### src/rtl/dns_message_parser_defines.svh
// ----------------------------------------------------------------------------
// DNS message parser assertion macros
// Shared property wrappers for the parser checks.
// ----------------------------------------------------------------------------
`ifndef DNS_MESSAGE_PARSER_DEFINES_SVH
`define DNS_MESSAGE_PARSER_DEFINES_SVH

// Same-cycle implication under synchronous reset
`define DNSP_ASSERT_NOW(label, clk, rst, ante, cons, msg) \
   label: assert property (@(posedge clk) disable iff (rst) (ante) |-> (cons)) else $error(msg);

// Next-cycle implication under synchronous reset
`define DNSP_ASSERT_NEXT(label, clk, rst, ante, cons, msg) \
   label: assert property (@(posedge clk) disable iff (rst) (ante) |=> (cons)) else $error(msg);

`endif

### src/rtl/dnsp_pkg.sv
// ----------------------------------------------------------------------------
// dnsp_pkg
// Result record, stage control types and code constants of the DNS parser.
// ----------------------------------------------------------------------------
`default_nettype none

package dnsp_pkg;

   // Result kinds
   localparam logic [2:0] KIND_CHUNK  = 3'd0;
   localparam logic [2:0] KIND_RDATA  = 3'd1;
   localparam logic [2:0] KIND_QDONE  = 3'd2;
   localparam logic [2:0] KIND_RDONE  = 3'd3;
   localparam logic [2:0] KIND_OK     = 3'd4;
   localparam logic [2:0] KIND_ERROR  = 3'd5;

   // Error codes
   localparam logic [1:0] ERR_NAME_LONG = 2'd0;
   localparam logic [1:0] ERR_TRUNC     = 2'd1;
   localparam logic [1:0] ERR_POINTER   = 2'd2;

   // One result item
   typedef struct packed {
      logic [2:0]  kind;
      logic [1:0]  section;
      logic [63:0] name_chunk;
      logic [3:0]  chunk_len;
      logic [7:0]  out_byte;
      logic [15:0] rec_type;
      logic [15:0] rec_class;
      logic [31:0] time_to_live;
      logic [15:0] data_length;
      logic [1:0]  error_code;
   } res_type;

   // Sequencer requests to the result stage
   typedef struct packed {
      logic put;
      logic flush;
   } stage_ctl_type;

   // Result stage status back to the sequencer
   typedef struct packed {
      logic free;
      logic hold_valid;
   } stage_stat_type;

endpackage

`default_nettype wire

### src/rtl/dnsp_result_stage.sv
// ----------------------------------------------------------------------------
// dnsp_result_stage
// Holds the newest result one step back so run_end can mark the last result
// of a byte, and drives the registered result channel.
// ----------------------------------------------------------------------------
`default_nettype none

module dnsp_result_stage (
   input  wire                     clock,
   input  wire                     reset,
   input  dnsp_pkg::stage_ctl_type ctl,
   input  dnsp_pkg::res_type       put_res,
   output dnsp_pkg::stage_stat_type stat,
   output logic                    rsp_valid,
   input  wire                     rsp_stall,
   output dnsp_pkg::res_type       rsp_res,
   output logic                    rsp_run_end
);
   import dnsp_pkg::*;

   logic    out_valid_ff, out_valid_in;
   logic    hold_valid_ff, hold_valid_in;
   res_type hold_ff, hold_in;
   res_type out_ff, out_in;
   logic    out_end_ff, out_end_in;
   logic    taken;

   assign taken = out_valid_ff && !rsp_stall;

   // Advance held result into the output register on put or flush
   always_comb begin
      out_valid_in  = out_valid_ff && !taken;
      hold_valid_in = hold_valid_ff;
      hold_in       = hold_ff;
      out_in        = out_ff;
      out_end_in    = out_end_ff;
      if (ctl.put) begin
         if (hold_valid_ff) begin
            out_in       = hold_ff;
            out_end_in   = 1'b0;
            out_valid_in = 1'b1;
         end
         hold_in       = put_res;
         hold_valid_in = 1'b1;
      end else if (ctl.flush && hold_valid_ff) begin
         out_in        = hold_ff;
         out_end_in    = 1'b1;
         out_valid_in  = 1'b1;
         hold_valid_in = 1'b0;
      end
   end

   always_ff @(posedge clock) begin
      if (reset) begin
         out_valid_ff  <= 1'b0;
         hold_valid_ff <= 1'b0;
      end else begin
         out_valid_ff  <= out_valid_in;
         hold_valid_ff <= hold_valid_in;
      end
      hold_ff    <= hold_in;
      out_ff     <= out_in;
      out_end_ff <= out_end_in;
   end

   assign stat.free       = !out_valid_ff || !rsp_stall;
   assign stat.hold_valid = hold_valid_ff;
   assign rsp_valid       = out_valid_ff;
   assign rsp_res         = out_ff;
   assign rsp_run_end     = out_end_ff;

endmodule

`default_nettype wire

### config.mk
export PLATFORM = sky130hd
export DESIGN_NAME = dnsp_result_stage
export DESIGN_NICKNAME = d
export VERILOG_FILES = /design/src/rtl/dns_message_parser_defines.svh /design/src/rtl/dnsp_pkg.sv /design/src/rtl/dnsp_result_stage.sv
export SDC_FILE = /design/constraint.sdc
export NUM_CORES = 1
export LEC_CHECK = 0
export CORE_MARGIN = 2
export CORE_UTILIZATION = 55
export CTS_CLUSTER_DIAMETER = 50
export CTS_CLUSTER_SIZE = 8
export DETAILED_ROUTE_END_ITERATION = 7
export DONT_BUFFER_PORTS = 1
export GPL_TIMING_DRIVEN = 0
export PLACE_DENSITY = 0.8
export SETUP_SLACK_MARGIN = 0.4
export SYNTH_ARGS = -nofsm -noshare
export SYNTH_HDL_FRONTEND = slang
export SYNTH_SLANG_ARGS = --single-unit
### constraint.sdc
create_clock -name clock -period 4.2 [get_ports clock]
set_clock_uncertainty 0.1 [all_clocks]
set_input_delay 0.42 -clock clock [delete_from_list [all_inputs] [get_ports clock]]
set_output_delay 0.42 -clock clock [all_outputs]
set_load 0.005 [all_outputs]
==> results by group, run 1 <==
Synthesis
  – Synthesized netlist net count: around 500
  – Mapped Area: around 10000 µm²
  – Post-synth top cells: edfxtp_1, dfxtp_1, inv_1
  – YS warnings: 0
  – Synth Area per Inst: just under 30 µm²
  – EDFF count, synth: approximately 330
  – Cell with the most instances after synthesis: edfxtp_1
  – Area contributors post-synth: edfxtp_1, dfxtp_1, a21oi_2
  – Post-synth ARST share: 0
  – #FFs+latches synth: between 300 and 400
  – Top-area cell type share of the netlist area: 0.992
  – Synth unique cells: 9
  – Synth area leader: edfxtp_1
  – Post-Synthesis Cells: around 340
  – Sequential share of the synthesized area: 0.996
  – Main synth FF type: edfxtp_1

Placement
  – GPL Wtd Cong: 0.746
  – Port bufs: 0
  – Post-DP Area: 10300 µm²
  – HPWL reported at the end of detailed placement: 10.4 mm
  – Pre-CTS setup slack: between 1.5 and 2 ns

Run status
  – Stop stage: clock tree synthesis (4_1_cts)
  – Outcome: did not finish
  – Error: [ERROR RSZ-0060] Max buffer count reached.

Clocking
  – Root buffer cell: clkbuf_16
  – Sink Count: 329
  – TritonCTS Buffers: 47
  – # resized after CTS: 0
  – H-Tree Level Count: 2
  – Number of setup buffers added after CTS: 0
  – CTS Hold Bufs: between 100 and 150
  – Longest Clk Path Bufs: 3

Floorplan
  – Num ports: about 340
  – Die Span X: between 100 and 150 µm
  – Site row count: between 40 and 50
  – Initial Util: 0.555
  – Die height: around 140 µm
[kinds of logic after synthesis]
| family | count (synthesis) | share of synthesized area |
|---|---|---|
| AND/OR/NAND/NOR | 2 | 0.00101 |
| AO/OA/AOI/OAI | 3 | 0.00189 |
| flip-flops | 329 | 0.996 |
| buffers and inverters | 3 | 0.00152 |
[through the flow]
step / hold WS (ns) / std cells
after detailed placement: 0.305 / 569
after global placement: 0.300 / 566
after floorplan: 0.300 / 337
==> inputs of run 2 (changes only) <==
- CORE_UTILIZATION: 55 -> 40
- CTS_CLUSTER_DIAMETER: 50 -> default
- CTS_CLUSTER_SIZE: 8 -> default
- PLACE_DENSITY: 0.8 -> default
- PLACE_DENSITY_LB_ADDON: default -> 0.15
- SETUP_SLACK_MARGIN: 0.4 -> default
- clock period: 4.2 -> 5.45 ns (I/O delays scaled with it)
==> run 2 against run 1 <==
Effect of this change: the flow now finishes without violations; area after synthesis unchanged; synthesized cell count did not move.
==> results by group, run 2 <==
GRT
  – Total grt overflow: 0
  – Initial antenna violation count: 6
  – GRT Resource Usage Total: 0.123
  – First-pass GRT wire length: about 23 mm
  – Largest net degree at the start of global routing: about 170
  – Vias in the first global route: between 3k and 4k

Worst setup path
  – CP Capture Type: flip-flop
  – Crit path kind: flip-flop to flip-flop
  – Crit start category: flip-flop
  – R2R Path Start: hold_valid_ff
  – Worst Path Required: 5.49 ns
  – WP data arrival: 2.09 ns
  – Reg2Reg Depth: 3
  – Worst reg2reg endpoint: rsp_res[3]
  – R2r setup slk: approximately 3.4 ns
  – Crit-path max FO: 84

Synthesis
  – Synth area leader: edfxtp_1 (unchanged)
  – Cell with the most instances after synthesis: edfxtp_1 (unchanged)
  – YS warnings: 0 (unchanged)
  – Post-synth top cells: edfxtp_1, dfxtp_1, inv_1 (unchanged)
  – Main synth FF type: edfxtp_1 (unchanged)
  – Top-area cell type share of the netlist area: 0.992 (unchanged)
  – Synthesized netlist net count: 505 (unchanged)
  – Sequential share of the synthesized area: 0.996 (unchanged)
  – #FFs+latches synth: 329 (unchanged)
  – Mapped Area: 9900 µm² (unchanged)
  – Post-Synthesis Cells: 337 (unchanged)
  – Area contributors post-synth: edfxtp_1, dfxtp_1, a21oi_2 (unchanged)
  – Post-synth ARST share: 0 (unchanged)
  – Synth Area per Inst: 29.4 µm² (unchanged)
  – Synth unique cells: 9 (unchanged)
  – EDFF count, synth: 327 (unchanged)

Final layout
  – Storage cell area: around 9900 µm²
  – Multi-input gate area: 28.8 µm²
  – Area Overhead vs Synth: 15.9%
  – Commonest non-fill, non-tap cell in the layout: edfxtp_1
  – Share of cells above drive strength 1: 0.137
  – Nets: approximately 540
  – Fin util: 0.472
  – Filler cells: roughly 2k
  – Most frequent cells in the layout: edfxtp_1, clkbuf_16, clkinv_2

STA
  – # setup viols final: 0
  – Final Slew Violations: 0
  – Worst slew margin: 0.486
  – Fin crit period: between 2 and 2.5 ns
  – Fmax achieved: approximately 0.5 GHz
  – Period Utilization, post-route: 0.376
  – Worst slew pin tran: approximately 0.77 ns
  – Hold Fails Final Rpt: 0
  – WHS: 0.0410 ns
  – Unrepaired setup endpoints after global routing: false

Clocking
  – Clk Latency, worst-skew pair: ~0.5 ns
  – Number of setup buffers added after CTS: 0 (unchanged)
  – TritonCTS Buffers: 35 (was 47)
  – Sink Count: 329 (unchanged)
  – Root buffer cell: clkbuf_16 (unchanged)
  – TritonCTS clock tree: yes
  – H-Tree Level Count: 2 (unchanged)
  – Reg clk slew, reported paths: 0.06 ns
  – Longest Clk Path Bufs: 3 (unchanged)

Drt
  – WL/cell: ~23 µm
  – Via count: 3392
  – Wirelength, routed: about 17 mm
  – First-pass DRT Iterations: 4
  – DR vias/cell: 4.65
  – ANT nets after route: 0
  – Drt drc: 0
  – Drt first-iter violations: around 250

Floorplan
  – Num ports: 335 (unchanged)
  – Die area: around 26000 µm²
  – Initial Util: 0.407 (was 0.555)
  – CORE AREA: 24300 µm²
  – Die height: 161 µm (was 138 µm)
  – Die Span X: 161 µm (was 138 µm)
  – Site row count: 57 (was 49)

Placement
  – Port bufs: 0 (unchanged)
  – HPWL reported at the end of detailed placement: 10.7 mm (was 10.4 mm)
  – GPL Wtd Cong: 0.734 (was 0.746)

Run
  – Number of max-cap violations: 0

Min path
  – Hold_sp: put_res[31]
  – Hold Crit Endpoint: hold_ff[31]
  – Cell depth of the worst hold path: 0
  – Hold WC Path Type: input pin to flip-flop

Run status
  – Outcome: finished, final reports clean (was did not finish)

Pwr
  – Cell Pwr Density: around 460 nW/µm²
  – Max VDD drop: approximately 0.26 mV
  – Pleak: 0.00374 µW
==> run 2: cell counts after synthesis <==
No cell type changed its count.
==> run 2: through the flow <==
step | TNS, ns | setup slack, ns | cells | instance area (µm²) | total power, µW
after global placement | -62.42 | -0.398 | 661 | 10300 | 3140
after CTS | 0 | 3.37 | 726 | 11500 | 5410
final | 0 | 3.40 | 730 | 11500 | 5330
after global routing | 0 | 3.30 | 727 | 11500 | 5530
after detailed placement | 0 | 3.17 | 662 | 10300 | 3140
after floorplan | 0 | 1.03 | 337 | 9900 | 3100
==> run 2: how the worst max path moves through the flow <==
stage,end,cells past startpoint,slack (ns),start
detailed placement,rsp_res[82],3,3.17,ctl[1]
finish,rsp_res[3],3,3.40,hold_valid_ff
global route,rsp_res[1],3,3.30,hold_valid_ff
global placement,rsp_res[82],2,-0.40,ctl[1]
CTS,rsp_res[141],3,3.37,hold_valid_ff
floorplan,rsp_res[0],2,1.03,ctl[1]
==> run 2: area by class of cell <==
| type | instances | area share |
|---|---|---|
| Sequential cell | 329 | 0.859 |
| Multi-Input combinational cell | 5 | 0.00251 |
| Inverter | 2 | 0.00109 |
| Tap cell | 324 | 0.0353 |
| Antenna cell | 4 | 0.000872 |
| Timing Repair Buffer | 2 | 0.00327 |
| Buffer | 1 | 0.000654 |
| Clock inverter | 16 | 0.0111 |
| Clock buffer | 47 | 0.0865 |
==> run 2: kinds of logic (layout without fill, tap and decap cells) <==
group,after synthesis,after routing,share of synthesized area
flip-flops,329,329,0.996
AO/OA/AOI/OAI,3,3,0.00189
buffers and inverters,3,68,0.00152
AND/OR/NAND/NOR,2,2,0.00101
other,0,4,0
==> run 2: what timing repair did <==
action,in CTS,in global routing
hold buffers,1,0
endpoints found under the hold margin,2,0
resized for setup,0,0
==> run 2: report_power, final <==
part	internal (µW)	switching (µW)	total, µW
registers	2990	64.1	3050
logic	4.50	30.0	34.5
clock network	1370	875	2250
==> run 2: per-layer routing <==
layer | up-vias | GRT usage | wire, µm
li1 | 1461 | - | -
met1 | 1658 | 0.130 | 5730
met2 | 227 | 0.203 | 8450
met3 | 42 | 0.0673 | 2120
met4 | 4 | 0.0572 | 466
met5 | - | 0 | 27
==> run 2: worst max-delay path, cell delays in order (launching register included) <==
cell and delay [ns]:
dfxtp_1 0.35, o21ai_1 0.15, inv_6 0.56, buf_16 0.38
Power figures use the tool's default switching activity.
==> inputs of run 3 (changes only) <==
- clock period: 5.45 -> 1.8 ns (I/O delays scaled with it)
==> run 3 against run 2 <==
Effect of this change: area after synthesis unchanged; synthesized cell count unchanged; the flow now stops in clock tree synthesis (4_1_cts).
==> results by group, run 3 <==
Placement
  – Dpl cells: 665 (was 662)
  – Port bufs: 0 (unchanged)
  – GPL Wtd Cong: 0.747 (was 0.734)
  – HPWL reported at the end of detailed placement: 11.0 mm (was 10.7 mm)

Synthesis
  – Mapped Area: 9900 µm² (unchanged)
  – Post-synthesis mux area share: 0 (unchanged)
  – Top-area cell type share of the netlist area: 0.992 (unchanged)
  – #FFs+latches synth: 329 (unchanged)
  – Sequential share of the synthesized area: 0.996 (unchanged)
  – Main synth FF type: edfxtp_1 (unchanged)
  – Post-Synthesis Cells: 337 (unchanged)
  – YS warnings: 0 (unchanged)
  – Synth unique cells: 9 (unchanged)
  – EDFF count, synth: 327 (unchanged)
  – Synthesized netlist net count: 505 (unchanged)
  – Post-Synth XOR/XNOR Area: 0 (unchanged)
  – Synth Area per Inst: 29.4 µm² (unchanged)
  – Post-synthesis compound-gate area fraction: 0.00190 (unchanged)
  – Simple-Gate Fraction of Synth Area: 0.00101 (unchanged)
  – Cell with the most instances after synthesis: edfxtp_1 (unchanged)
  – Area contributors post-synth: edfxtp_1, dfxtp_1, a21oi_2 (unchanged)
  – Post-synth top cells: edfxtp_1, dfxtp_1, inv_1 (unchanged)
  – Synth area leader: edfxtp_1 (unchanged)
  – Post-Synth Adder-Cell Area: 0 (unchanged)
  – Post-synth ARST share: 0 (unchanged)
  – Largest family of logic cells by synthesized area: compound AO/OA/AOI/OAI gates (unchanged)

Floorplan
  – Initial Util: 0.407 (unchanged)
  – Die height: 161 µm (unchanged)
  – Num ports: 335 (unchanged)
  – Site row count: 57 (unchanged)
  – Die Span X: 161 µm (unchanged)

Clocking
  – H-Tree Level Count: 2 (unchanged)
  – Longest Clk Path Bufs: 3 (unchanged)
  – Number of setup buffers added after CTS: 0 (unchanged)
  – Sink Count: 329 (unchanged)
  – TritonCTS Buffers: 35 (unchanged)
  – Root buffer cell: clkbuf_16 (unchanged)
  – CTS Hold Bufs: 146 (was 1)
  – # resized after CTS: 1 (was 0)

Run status
  – Stop stage: clock tree synthesis (4_1_cts)
  – Outcome: did not finish (was finished, final reports clean)
  – Error: [ERROR RSZ-0060] Max buffer count reached.
run 3: cell counts after synthesis:
Identical to the previous run, type by type.
run 3: per-stage QoR:
stage               hold slack, ns   util  setup slack, ns  instance area [µm²]
global placement             0.138  0.424            -2.60                10300
floorplan                    0.135      -            -1.54                 9910
detailed placement           0.138  0.428          -0.0650                10400
run 3: logic make-up after synthesis:
logic type	count (synthesis)
AO/OA/AOI/OAI	3
buffers and inverters	3
flip-flops	329
AND/OR/NAND/NOR	2
